$ cat config.mk
export PLATFORM = sky130hd
export DESIGN_NAME = rmts_cell
export DESIGN_NICKNAME = d
export VERILOG_FILES = /design/src/rtl/rmts_pkg.sv /design/src/rtl/rmts_cell.sv
export SDC_FILE = /design/constraint.sdc
export NUM_CORES = 1
export LEC_CHECK = 0
export BUFFER_PORTS_ARGS = -buffer_cell sky130_fd_sc_hd__buf_4
export CAP_MARGIN = 20
export CORE_AREA = 2 2 181 183
export CTS_BUF_LIST = sky130_fd_sc_hd__clkbuf_16
export DETAILED_ROUTE_END_ITERATION = 8
export DIE_AREA = 0 0 183 185
export SLEW_MARGIN = 20
export SYNTH_ARGS = -nofsm -noshare
export SYNTH_HDL_FRONTEND = slang
export SYNTH_SLANG_ARGS = --single-unit
$ cat constraint.sdc
create_clock -name i_clk -period 3.9 [get_ports i_clk]
set_input_delay 0.78 -clock i_clk [delete_from_list [all_inputs] [get_ports i_clk]]
set_output_delay 0.78 -clock i_clk [all_outputs]
set_load 0.005 [all_outputs]
$ cat src/rtl/rmts_pkg.sv
// Shared types and constants for the rate-monotonic task scheduler.
`timescale 1ns / 1ps
`default_nettype none
package rmts_pkg;

    localparam int MAX_TASKS_DEF = 16;
    localparam int MAX_TASKS_LIM = 64;
    localparam int SLOT_W        = $clog2(MAX_TASKS_LIM);
    localparam int ID_W          = 22;
    localparam int PER_W         = 16;
    localparam int TIME_W        = 32;
    localparam int STAT_W        = 3;

    localparam logic [1:0] OP_REG   = 2'd0;
    localparam logic [1:0] OP_YIELD = 2'd1;
    localparam logic [1:0] OP_DEREG = 2'd2;
    localparam logic [1:0] OP_TICK  = 2'd3;

    localparam logic [STAT_W-1:0] STAT_OK      = 3'd0;
    localparam logic [STAT_W-1:0] STAT_UNKNOWN = 3'd1;
    localparam logic [STAT_W-1:0] STAT_MISSED  = 3'd2;
    localparam logic [STAT_W-1:0] STAT_FULL    = 3'd3;
    localparam logic [STAT_W-1:0] STAT_DUP     = 3'd4;

    localparam logic [1:0] RS_RUN   = 2'd0;
    localparam logic [1:0] RS_READY = 2'd1;
    localparam logic [1:0] RS_SLEEP = 2'd2;

    typedef struct packed {
        logic                valid;
        logic                wake;
        logic [ID_W-1:0]     id;
        logic [TIME_W-1:0]   tnew;
        logic [SLOT_W-1:0]   run_slot;
        logic                m_found;
        logic [SLOT_W-1:0]   m_idx;
        logic [PER_W-1:0]    m_per;
        logic [TIME_W-1:0]   m_dl;
        logic                m_hasdl;
        logic                f_found;
        logic [SLOT_W-1:0]   f_idx;
        logic                b_found;
        logic [SLOT_W-1:0]   b_idx;
        logic [PER_W-1:0]    b_per;
        logic [ID_W-1:0]     b_task;
        logic [PER_W-1:0]    r_per;
    } t_tok;

    typedef struct packed {
        logic                reg_en;
        logic                dereg_en;
        logic                dl_en;
        logic                arm_en;
        logic [SLOT_W-1:0]   idx;
        logic [ID_W-1:0]     id;
        logic [PER_W-1:0]    per;
        logic [TIME_W-1:0]   dl;
        logic                run_en;
        logic [SLOT_W-1:0]   run_idx;
        logic                rdy_en;
        logic [SLOT_W-1:0]   rdy_idx;
    } t_wr;

endpackage
`default_nettype wire

$ cat src/rtl/rmts_cell.sv
// One task slot of the scheduler chain; folds its entry into the passing scan token.
`timescale 1ns / 1ps
`default_nettype none
module rmts_cell #(
    parameter int CELL_IDX = 0
) (
    input  wire              i_clk,
    input  wire              i_rst_n,
    input  rmts_pkg::t_tok   i_tok,
    input  rmts_pkg::t_wr    i_wr,
    output rmts_pkg::t_tok   o_tok
);
    import rmts_pkg::*;

    localparam logic [SLOT_W-1:0] MY_IDX = SLOT_W'(CELL_IDX);

    logic                r_used;
    logic                r_armed;
    logic                r_hasdl;
    logic [ID_W-1:0]     r_task;
    logic [PER_W-1:0]    r_per;
    logic [TIME_W-1:0]   r_dl;
    logic [1:0]          r_st;
    t_tok                r_tok;
    t_tok                n_tok;
    logic                w_wake;
    logic [1:0]          w_st;
    logic                w_match;

    assign w_wake  = i_tok.valid && i_tok.wake && r_used && r_armed && (r_dl <= i_tok.tnew);
    assign w_st    = w_wake ? RS_READY : r_st;
    assign w_match = r_used && (r_task == i_tok.id);

    always_comb begin
        n_tok = i_tok;
        if (w_match && !i_tok.m_found) begin
            n_tok.m_found = 1'b1;
            n_tok.m_idx   = MY_IDX;
            n_tok.m_per   = r_per;
            n_tok.m_dl    = r_dl;
            n_tok.m_hasdl = r_hasdl;
        end
        if (!r_used && !i_tok.f_found) begin
            n_tok.f_found = 1'b1;
            n_tok.f_idx   = MY_IDX;
        end
        if (r_used && (w_st == RS_READY) && (!i_tok.b_found || (r_per < i_tok.b_per))) begin
            n_tok.b_found = 1'b1;
            n_tok.b_idx   = MY_IDX;
            n_tok.b_per   = r_per;
            n_tok.b_task  = r_task;
        end
        if (i_tok.run_slot == MY_IDX) begin
            n_tok.r_per = r_per;
        end
    end

    always_ff @(posedge i_clk) begin
        if (!i_rst_n) begin
            r_tok.valid <= 1'b0;
        end else begin
            r_tok <= n_tok;
        end
    end

    always_ff @(posedge i_clk) begin
        if (!i_rst_n) begin
            r_used  <= 1'b0;
            r_armed <= 1'b0;
        end else begin
            if (w_wake) begin
                r_armed <= 1'b0;
                r_st    <= RS_READY;
            end
            if (i_wr.reg_en && (i_wr.idx == MY_IDX)) begin
                r_used  <= 1'b1;
                r_armed <= 1'b0;
                r_hasdl <= 1'b0;
                r_task  <= i_wr.id;
                r_per   <= i_wr.per;
                r_dl    <= '0;
                r_st    <= RS_SLEEP;
            end
            if (i_wr.dereg_en && (i_wr.idx == MY_IDX)) begin
                r_used  <= 1'b0;
                r_armed <= 1'b0;
                r_hasdl <= 1'b0;
            end
            if (i_wr.dl_en && (i_wr.idx == MY_IDX)) begin
                r_dl    <= i_wr.dl;
                r_hasdl <= 1'b1;
                if (i_wr.arm_en) begin
                    r_armed <= 1'b1;
                    r_st    <= RS_SLEEP;
                end
            end
            if (i_wr.rdy_en && (i_wr.rdy_idx == MY_IDX)) begin
                r_st <= RS_READY;
            end
            if (i_wr.run_en && (i_wr.run_idx == MY_IDX)) begin
                r_st <= RS_RUN;
            end
        end
    end

    assign o_tok = r_tok;

endmodule
`default_nettype wire

==> results of run 1 <==
Yosys cell counts, types with 9 or more instances:
library cell,number
and3_1,33
xor2_1,9
mux2_4,34
nor2_1,9
ha_1,47
edfxtp_1,258
nand4_1,11
xnor2_1,13
mux2_2,69
a21oi_1,20
nor2b_1,14
inv_1,48
o21ai_0,10
nand2_1,12
worst max path at each step:
stage,depth (start not counted),slack [ns],startpoint,to
floorplan,4,0.66,i_wr[87],r_per[0]$_DFFE_PP_
global placement,11,0.51,i_tok[157],o_tok[33]$_DFFE_PP_
detailed placement,11,0.45,i_tok[159],o_tok[28]$_DFFE_PP_
CTS,9,0.92,r_dl[26]$_SDFFCE_PN0P_,o_tok[28]$_DFFE_PP_
global route,9,0.74,r_dl[26]$_SDFFCE_PN0P_,o_tok[19]$_DFFE_PP_
finish,9,0.95,r_dl[27]$_SDFFCE_PN0P_,o_tok[34]$_DFFE_PP_
cells by family (layout without fill, tap and decap cells):
group,Yosys count,in the layout,share of synthesized area (%)
fa+ha+maj,47,47,5.228
compound gates,50,50,2.826
mux,103,103,11.45
flops,261,261,69.41
simple gates,123,123,6.774
xor+xnor,22,22,1.713
buf+inv,66,578,2.603
layout make-up:
| type | count | area (um2) |
|---|---|---|
| fillers | 2828 | 15800 |
| repair buffers | 476 | 3642 |
| well taps | 408 | 510.5 |
| inverters | 48 | 180.2 |
| clock inverters | 23 | 161.4 |
| flip-flops and latches | 261 | 7807 |
| multi-input cells | 345 | 3161 |
| clock buffers | 31 | 775.7 |
stage by stage:
stage / hold WS, ns / setup WS (ns) / total power, W
6_report: 0.3981 / 0.9451 / 0.006706
4_1_cts: 0.3675 / 0.9196 / 0.006782
2_1_floorplan: 0.4469 / 0.6645 / 0.003516
5_1_grt: 0.3623 / 0.7392 / 0.006970
3_5_place_dp: 0.4979 / 0.4481 / 0.004087
3_3_place_gp: 0.4652 / 0.5121 / 0.004075
per-layer routing:
layer  part of all wire [%]  vias up
li1                       -     3571
met1                     37     3630
met2                     52      319
met3                    9.2       40
met4                    1.8        0
met5                      0        -
sequential cells by signal (all words and copies together), names as in the netlist:
name     flops
o_tok      186
r_armed      1
r_dl        32
r_hasdl      1
r_per       16
r_st         2
r_task      22
r_used       1
power groups by stage:
stage	registers [W]	logic, W	clock network [W]
5_1_grt	0.00332	0.000777	0.00288
3_3_place_gp	0.00336	0.000715	0
3_5_place_dp	0.00336	0.000725	0
4_1_cts	0.00330	0.000727	0.00275
6_report	0.00330	0.000716	0.00269
2_1_floorplan	0.00337	0.000143	0
critical path, delay by kind of cell, from the launching register on:
| family | cells | cell delay (ns) |
|---|---|---|
| flops | 1 | 0.41 |
| mux | 1 | 0.30 |
| simple gates | 5 | 1.14 |
| buf+inv | 1 | 0.25 |
| fa+ha+maj | 1 | 0.33 |
| compound gates | 1 | 0.24 |
==> results.md, run 1 <==
* Die area at 33860 um2
* Sw Pwr at 0.001451 W
* Worst Tran Pin Value at about 0.98 ns
* Synth unique cells at 48
* Die X at 183 um
* CTS Buf Count at 30
* Hold path start: i_wr[81]
* # H-tree levels at 1
* Vias at 7560
* Unrepaired setup endpoints after global routing: no
* # placed instances at 1538
* Placed inst area at 15300 um2
* CP Capture Type: flip-flop
* Routed len/inst at 21.37 um
* Cell Count, Final, Fillers Out at 1592
* Layout Utilization at 50.68%
* Share of layout cells above drive strength 1 at 53.38%
* Ports at approximately 470
* Reg2Reg Launch Point: r_dl[27]$_SDFFCE_PN0P_
* CP Cell Sequence: ha_1 -> and4_1 -> nand4_2 -> nor4_4 -> nor2_1 -> a22oi_2 -> nand2_4 -> buf_12 -> mux2_4
* Met1 usage at 21.85%
* Cell Pwr Density at approximately 410 nW/um2
* # diodes at 0
* Cell area after synthesis at 11250 um2
* GRT Util Overall at 19.20%
* Slowest stage delay, CP at 0.41 ns
* WHS Endpoint: r_task[19]$_DFFE_PP_
* Register area share after synthesis at 69.41%
* Crit path max-delay cell type: edfxtp_1
* Met2 Track Usage GR at a little over a third
* Status: finished, final reports clean
* Int Power at 0.005255 W
* Synth Register Bits at 261
* Hold Path Class: in2reg
* DR iter-0 viols at 320
* Initial core utilization at around a third
* Total routed wirelength at 34020 um
* MaxCap Viol Count at 0
* Synth area leader: edfxtp_1
* Synth warn at 0
* Worst Hold Depth at 1
* Syn avg cell area at 16.74 um2
* Most frequent cells in the layout: buf_4, edfxtp_1, mux2_2
* Final #Nets at between 1000 and 1500
* WP data required at 4.21 ns
* Hold bufs inserted after CTS at 0
* Max-slew headroom at 34.81%
* Final Cycle Share at 75.77%
* Drt pass-1 iters at 4
* Reg2reg setup slack at 0.95 ns
* Largest net degree at the start of global routing at 140
* Cell depth of the worst flop-to-flop path at 9
* Post-CTS setup buffers at 0
* Setup TNS at 0 ns
* Vias in the first global route at 7798
* Residual DRC count at 0
* CTS Sinks at approximately 260
* CTS tree: built
* R2R Path End: o_tok[34]$_DFFE_PP_
* Clock Power Share at 40.1%
* Initial antenna violation count at 1
* Fmax at 338.4 MHz
* Ranking of synthesized cells by area: edfxtp_1, mux2_2, ha_1
* Slew Limit Fails at 0
* Cells after Synth at 672
* Worst path arrival time at 3.26 ns
* Sequential share of power at 49.2%
* EDFF count, synth at approximately 260
* Die H at 185 um
* Setup CP Type: reg2reg
* Max Root-Sink Buffers at 3
* Core area at 32040 um2
* Logic gate share of total power at between 10% and 20%
* Met3 usage at around 6.2%
* Design Area, Final at about 16000 um2
* GRT overflow at 0
* GPL Wtd Cong at 0.8168
* Clock slew at reported path FFs at around 0.06 ns
* Resize count post-CTS at 0
* Startpoint types: flip-flop
* Final Hold Fails at 0
* Sw Share at 21.63%
* Via density at 4.749
* Main synth FF type: edfxtp_1
* Skew-Pair Late Insertion Delay at 0.55 ns
* GR peak layer: met2
* Port bufs at 467
* Root Buffer: clkbuf_16
* CP max FO at 18
* Maximum vdd drop at 0.3794 mV
* Syn Nets at 1001
* P_leak at 6.939 nW
* Synthesis-to-layout area growth at 44.36%
* Rows at 66
* Setup Skew at between 0.01 and 0.015 ns
* ANT nets after route at 0
* First-pass GRT wire length at between 40000 and 50000 um
* Post-synth ARST share at 0%
* Commonest non-fill, non-tap cell in the layout: buf_4
* Period minus WS final at 2.955 ns
* Share of the synthesized area in the top cell type at between 60% and 70%
* Setup violators final at 0
* Post-DP HPWL at 26020 um
(Power assumes the default switching activity.)
==> run 2, diff against run 1 <==
--- a/config.mk
+++ b/config.mk
@@ -7,10 +7,10 @@
 export LEC_CHECK = 0
 export BUFFER_PORTS_ARGS = -buffer_cell sky130_fd_sc_hd__buf_4
 export CAP_MARGIN = 20
-export CORE_AREA = 2 2 181 183
+export CORE_AREA = 2 2 183 185
 export CTS_BUF_LIST = sky130_fd_sc_hd__clkbuf_16
 export DETAILED_ROUTE_END_ITERATION = 8
-export DIE_AREA = 0 0 183 185
+export DIE_AREA = 0 0 185 187
 export SLEW_MARGIN = 20
 export SYNTH_ARGS = -nofsm -noshare
 export SYNTH_HDL_FRONTEND = slang
==> constraint.sdc (replaced) <==
create_clock -name i_clk -period 2.7 [get_ports i_clk]
set_input_delay 0.54 -clock i_clk [delete_from_list [all_inputs] [get_ports i_clk]]
set_output_delay 0.54 -clock i_clk [all_outputs]
set_load 0.005 [all_outputs]
==> results.md, run 2 (synthesis results as in run 1) <==
* Clock slew at reported path FFs at 0.06 ns (about the same)
* Cell Pwr Density at 588.7 nW/um2 (was 413.0 nW/um2)
* Setup CP Type: reg2reg (unchanged)
* GRT Util Overall at 18.50% (was 19.20%)
* Hold Path Class: in2reg (unchanged)
* Final Cycle Share at 98.45% (was 75.77%)
* Worst Hold Depth at 1 (unchanged)
* Commonest non-fill, non-tap cell in the layout: buf_4 (unchanged)
* Worst Tran Pin Value at 0.5424 ns (was 0.9778 ns)
* Die area at 34600 um2 (was 33860 um2)
* Unrepaired setup endpoints after global routing: yes (was no)
* Met3 usage at 5.549% (was 6.154%)
* Max Root-Sink Buffers at 3 (unchanged)
* Period minus WS final at 2.658 ns (was 2.955 ns)
* WHS Endpoint: r_per[1]$_DFFE_PP_ (was r_task[19]$_DFFE_PP_)
* Total routed wirelength at 33610 um (was 34020 um)
* Most frequent cells in the layout: buf_4, edfxtp_1, mux2_2 (unchanged)
* Vias at 7739 (was 7560)
* Routed len/inst at 20.05 um (was 21.37 um)
* Via density at 4.618 (was 4.749)
* Worst path arrival time at 2.96 ns (was 3.26 ns)
* Final #Nets at 1536 (was 1491)
* Slew Limit Fails at 0 (unchanged)
* Residual DRC count at 0 (unchanged)
* Largest net degree at the start of global routing at 94 (was 140)
* Multi-input logic area at 3234 um2 (was 3161 um2)
* Met1 usage at 20.56% (was 21.85%)
* Sw Share at 21.06% (was 21.63%)
* Root Buffer: clkbuf_16 (unchanged)
* Share of layout cells above drive strength 1 at 55.78% (was 53.38%)
* Max-slew headroom at 63.84% (was 34.81%)
* Sequential share of power at 48.3% (was 49.2%)
* Core area at 32860 um2 (was 32040 um2)
* Met2 Track Usage GR at 33.85% (was 35.08%)
* Ports at 468 (unchanged)
* CTS Sinks at 261 (unchanged)
* Fmax at 376.2 MHz (was 338.4 MHz)
* Worst setup margin at 0.04180 ns (was 0.9451 ns)
* ANT nets after route at 0 (unchanged)
* # diodes at 0 (unchanged)
* Reg2reg setup slack at 0.04 ns (was 0.95 ns)
* CP max FO at 29 (was 18)
* Die X at 185 um (was 183 um)
* GR peak layer: met2 (unchanged)
* Startpoint types: flip-flop (unchanged)
* Setup Skew at 0.01064 ns (was 0.01233 ns)
* Rows at 67 (was 66)
* R2R Path End: o_tok[18]$_DFFE_PP_ (was o_tok[34]$_DFFE_PP_)
* Clock Power Share at 40.9% (was 40.1%)
* Logic gate share of total power at 10.8% (was 10.7%)
* CTS Buf Count at 30 (unchanged)
* Hold Slack at 0.1594 ns (was 0.3981 ns)
* CP Capture Type: flip-flop (unchanged)
* Maximum vdd drop at 0.4789 mV (was 0.3794 mV)
* Synthesis-to-layout area growth at 49.03% (was 44.36%)
* Hold path start: i_wr[47] (was i_wr[81])
* Port bufs at 467 (unchanged)
* Drt pass-1 iters at 4 (unchanged)
* Initial core utilization at 34.23% (was 35.11%)
* Sw Pwr at 0.002078 W (was 0.001451 W)
* GPL Wtd Cong at 0.8118 (was 0.8168)
* Setup violators final at 0 (unchanged)
* Die H at 187 um (was 185 um)
* Final Hold Fails at 0 (unchanged)
* Cell depth of the worst flop-to-flop path at 9 (unchanged)
* Cell Count, Final, Fillers Out at 1676 (was 1592)
* # placed instances at 1623 (was 1538)
* # H-tree levels at 1 (unchanged)
* WP data required at 3.00 ns (was 4.21 ns)
* First-pass GRT wire length at 48280 um (was 48410 um)
* MaxCap Viol Count at 0 (unchanged)
* FF/Latch Area at 7807 um2 (unchanged)
* Initial antenna violation count at 0 (was 1)
* Status: finished, final reports clean (unchanged)
* Skew-Pair Late Insertion Delay at 0.55 ns (about the same)
* Vias in the first global route at 8021 (was 7798)
* Reg2Reg Launch Point: r_dl[19]$_SDFFCE_PN0P_ (was r_dl[27]$_SDFFCE_PN0P_)
* Design Area, Final at 16760 um2 (was 16240 um2)
* Max reg flops at 186 (unchanged)
* GRT overflow at 0 (unchanged)
* Post-place setup slack at -0.3154 ns (was 0.4481 ns)
* DR iter-0 viols at 304 (was 320)
* Int Power at 0.007791 W (was 0.005255 W)
* P_leak at 7.206 nW (was 6.939 nW)
* Pwr Total at 0.009869 W (was 0.006706 W)
* CTS tree: built (unchanged)
* # fillers at 2879 (was 2828)
* Placed inst area at 15720 um2 (was 15300 um2)
* Post-DP HPWL at 26040 um (was 26020 um)
## run 2: changes by cell type in the layout (fill, tap and decap cells not counted), sizes merged
cell	delta
buf	+45
clkinv	-5
inv	+5
clkinvlp	-3
bufinv	+2
## run 2: layer usage
metal / share of wire, % / vias up / wire [um]
li1: - / 3650 / -
met1: 37 / 3719 / 12410
met2: 51 / 319 / 17220
met3: 8.9 / 51 / 3004
met4: 2.9 / 0 / 974
met5: 0 / - / 0
## run 2: stage by stage
| step | setup TNS, ns | utilization (%) |
|---|---|---|
| 3_5_place_dp | -13.09 | 47.84 |
| 4_1_cts | 0 | 50.85 |
| 6_report | 0 | 51.01 |
| 2_1_floorplan | 0 | - |
| 3_3_place_gp | -10.94 | 47.84 |
| 5_1_grt | -0.7707 | 51.01 |
## run 2: cell type report
cell class                 count  area share [%]
timing repair buffer         521           23.91
multi-input combinational    345           19.29
clock buffer                  31           4.628
clock inverter                22           1.172
tap                          448           3.344
sequential                   261           46.57
inverter                      48           1.075
## run 2: worst max path at each step
stage	start	endpoint	slack, ns	cells after the start
4_1_cts	r_dl[11]$_SDFFCE_PN0P_	o_tok[26]$_DFFE_PP_	0.005	10
2_1_floorplan	i_tok[159]	o_tok[19]$_DFFE_PP_	0.07	10
6_report	r_dl[19]$_SDFFCE_PN0P_	o_tok[18]$_DFFE_PP_	0.04	9
5_1_grt	r_dl[5]$_SDFFCE_PN0P_	o_tok[26]$_DFFE_PP_	-0.05	10
3_5_place_dp	i_tok[148]	o_tok[26]$_DFFE_PP_	-0.32	11
3_3_place_gp	i_tok[148]	o_tok[34]$_DFFE_PP_	-0.26	11
## run 2: timing repair
item / in CTS / in global routing
gates resized for setup: 5 / 7
hold buffers: 0 / 0
endpoints found under the hold margin: 0 / 0
buffers inserted: 0 / 0
pin swaps: 2 / 1
endpoints found under the setup margin: 36 / 39
## run 2: power groups by stage
stage | Clock (W) | Sequential, W | Combinational [W]
detailed placement | 0 | 0.00485 | 0.00107
CTS | 0.00413 | 0.00477 | 0.00107
floorplan | 0 | 0.00487 | 0.000206
global route | 0.00429 | 0.00479 | 0.00115
finish | 0.00404 | 0.00477 | 0.00106
global placement | 0 | 0.00485 | 0.00105
## run 2: critical path, cell delays in order, from the launching register on
cell      delay (ns)
edfxtp_1        0.41
ha_1            0.34
and4_2          0.27
nand4_2         0.17
buf_4           0.17
nor3_1          0.20
a22oi_2         0.12
nand2_4         0.11
buf_12          0.23
mux2_2          0.37
==> run 3, diff against run 2 <==
--- a/config.mk
+++ b/config.mk
@@ -5,12 +5,14 @@
 export SDC_FILE = /design/constraint.sdc
 export NUM_CORES = 1
 export LEC_CHECK = 0
+export ABC_AREA = 1
 export BUFFER_PORTS_ARGS = -buffer_cell sky130_fd_sc_hd__buf_4
 export CAP_MARGIN = 20
-export CORE_AREA = 2 2 183 185
+export CORE_AREA = 2 2 180 182
 export CTS_BUF_LIST = sky130_fd_sc_hd__clkbuf_16
 export DETAILED_ROUTE_END_ITERATION = 8
-export DIE_AREA = 0 0 185 187
+export DIE_AREA = 0 0 182 184
+export PLACE_DENSITY = 0.65
 export SLEW_MARGIN = 20
 export SYNTH_ARGS = -nofsm -noshare
 export SYNTH_HDL_FRONTEND = slang
==> results.md, run 3 <==
* Status: finished, final reports clean (unchanged)
* Cells after Synth at 983 (was 672)
* Critical Path Start: r_dl[13]$_SDFFCE_PN0P_ (was r_dl[19]$_SDFFCE_PN0P_)
* CP max FO at 45 (was 29)
* Main synth FF type: edfxtp_1 (unchanged)
* Post-DP HPWL at 25810 um (was 26040 um)
* GRT Util Overall at 19.84% (was 18.50%)
* Slew Limit Fails at 0 (unchanged)
* Fmax at 405.3 MHz (was 376.2 MHz)
* # H-tree levels at 1 (unchanged)
* Synth area leader: edfxtp_1 (unchanged)
* Total routed wirelength at 34710 um (was 33610 um)
* Cell area after synthesis at 11430 um2 (was 11250 um2)
* Reg2Reg Launch Point: r_dl[13]$_SDFFCE_PN0P_ (was r_dl[19]$_SDFFCE_PN0P_)
* Syn avg cell area at 11.63 um2 (was 16.74 um2)
* Setup Skew at 0.01000 ns (was 0.01064 ns)
* Resize count post-CTS at 0 (was 5)
* Worst path arrival time at 2.76 ns (was 2.96 ns)
* ANT nets after route at 0 (unchanged)
* Max reg flops at 186 (unchanged)
* Placed inst area at 15490 um2 (was 15720 um2)
* Core area at 31390 um2 (was 32860 um2)
* Share of layout cells above drive strength 1 at 35.97% (was 55.78%)
* Synth unique cells at 36 (was 48)
* Final #Nets at 1790 (was 1536)
* Share of the synthesized area in the top cell type at 67.76% (was 68.88%)
* MaxCap Viol Count at 0 (unchanged)
* Largest net degree at the start of global routing at 106 (was 94)
* Max Root-Sink Buffers at 3 (unchanged)
* Skew-Pair Late Insertion Delay at 0.54 ns (was 0.55 ns)
* Final Hold Fails at 0 (unchanged)
* Setup CP Type: reg2reg (unchanged)
* Vias in the first global route at 8893 (was 8021)
* Post-synth ARST share at 0% (unchanged)
* Crit path max-delay cell type: edfxtp_1 (unchanged)
* Max-slew headroom at 58.90% (was 63.84%)
* Most frequent cells in the layout: buf_4, edfxtp_1, nand2_1 (was buf_4, edfxtp_1, mux2_2)
* CTS Buf Count at 29 (was 30)
* Hold Path Class: in2reg (unchanged)
* Die X at 182 um (was 185 um)
* GRT overflow at 0 (unchanged)
* Clock slew at reported path FFs at 0.06 ns (about the same)
* Startpoint types: flip-flop (unchanged)
* WP data required at 3.00 ns (about the same)
* Final Cycle Share at 91.39% (was 98.45%)
* Commonest cells in the netlist: edfxtp_1, nand2_1, inv_1 (was edfxtp_1, mux2_2, inv_1)
* Cell Count, Final, Fillers Out at 1882 (was 1676)
* DR iter-0 viols at 477 (was 304)
* CP Capture Type: flip-flop (unchanged)
* Cell mode on critical path: nand2_1
* Drt pass-1 iters at 4 (unchanged)
* Vias at 8812 (was 7739)
* CP Cell Sequence: ha_1 -> a21oi_1 -> o21ai_0 -> a21oi_1 -> nand2_1 -> nand2_1 -> nand2_1 -> nand2_1 -> nand2_1 -> o21ai_4 -> nand3_2 -> buf_12 -> nand2_1 -> nand2_1 (was ha_1 -> and4_2 -> nand4_2 -> buf_4 -> nor3_1 -> a22oi_2 -> nand2_4 -> buf_12 -> mux2_2)
* First-pass GRT wire length at 51180 um (was 48280 um)
* Root Buffer: clkbuf_16 (unchanged)
* Cell Pwr Density at 578.3 nW/um2 (was 588.7 nW/um2)
* P_leak at 7.786 nW (was 7.206 nW)
* Post-CTS setup buffers at 0 (unchanged)
* Layout Utilization at 52.09% (was 51.01%)
* Period minus WS final at 2.467 ns (was 2.658 ns)
* Initial core utilization at 36.42% (was 34.23%)
* Port bufs at 467 (unchanged)
* Design Area, Final at 16350 um2 (was 16760 um2)
* Setup violators final at 0 (unchanged)
* EDFF count, synth at 258 (unchanged)
* Unrepaired setup endpoints after global routing: no (was yes)
* Worst Tran Pin Value at 0.6153 ns (was 0.5424 ns)
* CTS tree: built (unchanged)
* Die area at 33490 um2 (was 34600 um2)
* Pwr Total at 0.009456 W (was 0.009869 W)
* Initial antenna violation count at 1 (was 0)
* Die H at 184 um (was 187 um)
* Slowest stage delay, CP at 0.41 ns (about the same)
* Count leader, synth: edfxtp_1 (unchanged)
* Synthesis-to-layout area growth at 43.03% (was 49.03%)
* Hold path start: i_wr[56] (was i_wr[47])
* Synth warn at 0 (unchanged)
* Synth Register Bits at 261 (unchanged)
* Register area share after synthesis at 68.29% (was 69.41%)
* Maximum vdd drop at 0.3925 mV (was 0.4789 mV)
* Ranking of synthesized cells by area: edfxtp_1, nand2_1, inv_1 (was edfxtp_1, mux2_2, ha_1)
* Syn Nets at 1312 (was 1001)
* # placed instances at 1832 (was 1623)
* Routed len/inst at 18.44 um (was 20.05 um)
* Hold Slack at 0.1735 ns (was 0.1594 ns)
* Ports at 468 (unchanged)
* CTS Sinks at 261 (unchanged)
* Commonest non-fill, non-tap cell in the layout: buf_4 (unchanged)
* Via density at 4.682 (was 4.618)
* Rows at 65 (was 67)
* Residual DRC count at 0 (unchanged)
* Hold bufs inserted after CTS at 0 (unchanged)
* GPL Wtd Cong at 0.8346 (was 0.8118)
-- run 3: through the flow --
step / setup TNS, ns / setup WS, ns
after floorplan: -42.05 / -0.6044
after CTS: 0 / 0.2031
final: 0 / 0.2326
after global routing: 0 / 0.04361
after global placement: -0.05190 / -0.009560
after detailed placement: -1.422 / -0.05125
-- run 3: area by class of cell --
type                            instances  area, um2
Timing Repair Buffer                  481       3717
Clock inverter                         20      133.9
Clock buffer                           29      725.7
Tap cell                              402      503.0
Fill cell                            2841      15040
Sequential cell                       261       7807
Inverter                              172      645.6
Multi-Input combinational cell        516       2818
Antenna cell                            1      2.502
-- run 3: layer usage --
metal / up-vias / GRT usage, % / part of all wire, % / wire length, um
met3: 51 / 4.596 / 8.0 / 2785
met1: 4123 / 23.52 / 38 / 13240
li1: 4269 / - / - / -
met5: - / 0 / 0 / 0
met4: 0 / 5.613 / 2.2 / 779
met2: 369 / 36.03 / 52 / 17910
-- run 3: critical path: cells and delay by family, from the launching register on --
family,cells,cell delay (ns)
compound gates,4,0.55
fa+ha+maj,1,0.31
buf+inv,1,0.22
flops,1,0.41
simple gates,8,0.73
-- run 3: cell families after synthesis --
family / synth area share (%)
adder cells (fa/ha/maj): 5.143
AND/OR/NAND/NOR: 12.85
AO/OA/AOI/OAI: 5.439
flip-flops: 68.29
XOR/XNOR: 0.9192
buffers and inverters: 7.365
-- run 3: worst paths after layout --
kind / to / slack [ns] / cells past startpoint
hold reg to reg: r_used$_SDFFE_PP0P_ / 0.49 / 2
hold / removal: r_per[10]$_DFFE_PP_ / 0.17 / 1
setup / recovery: o_tok[33]$_DFFE_PP_ / 0.23 / 14
setup reg to reg: o_tok[33]$_DFFE_PP_ / 0.23 / 14
-- run 3: where the power goes --
| group | switching, W | internal [W] |
|---|---|---|
| combinational | 0.000445 | 0.000599 |
| sequential | 0.0000647 | 0.00468 |
| clock | 0.00156 | 0.00211 |
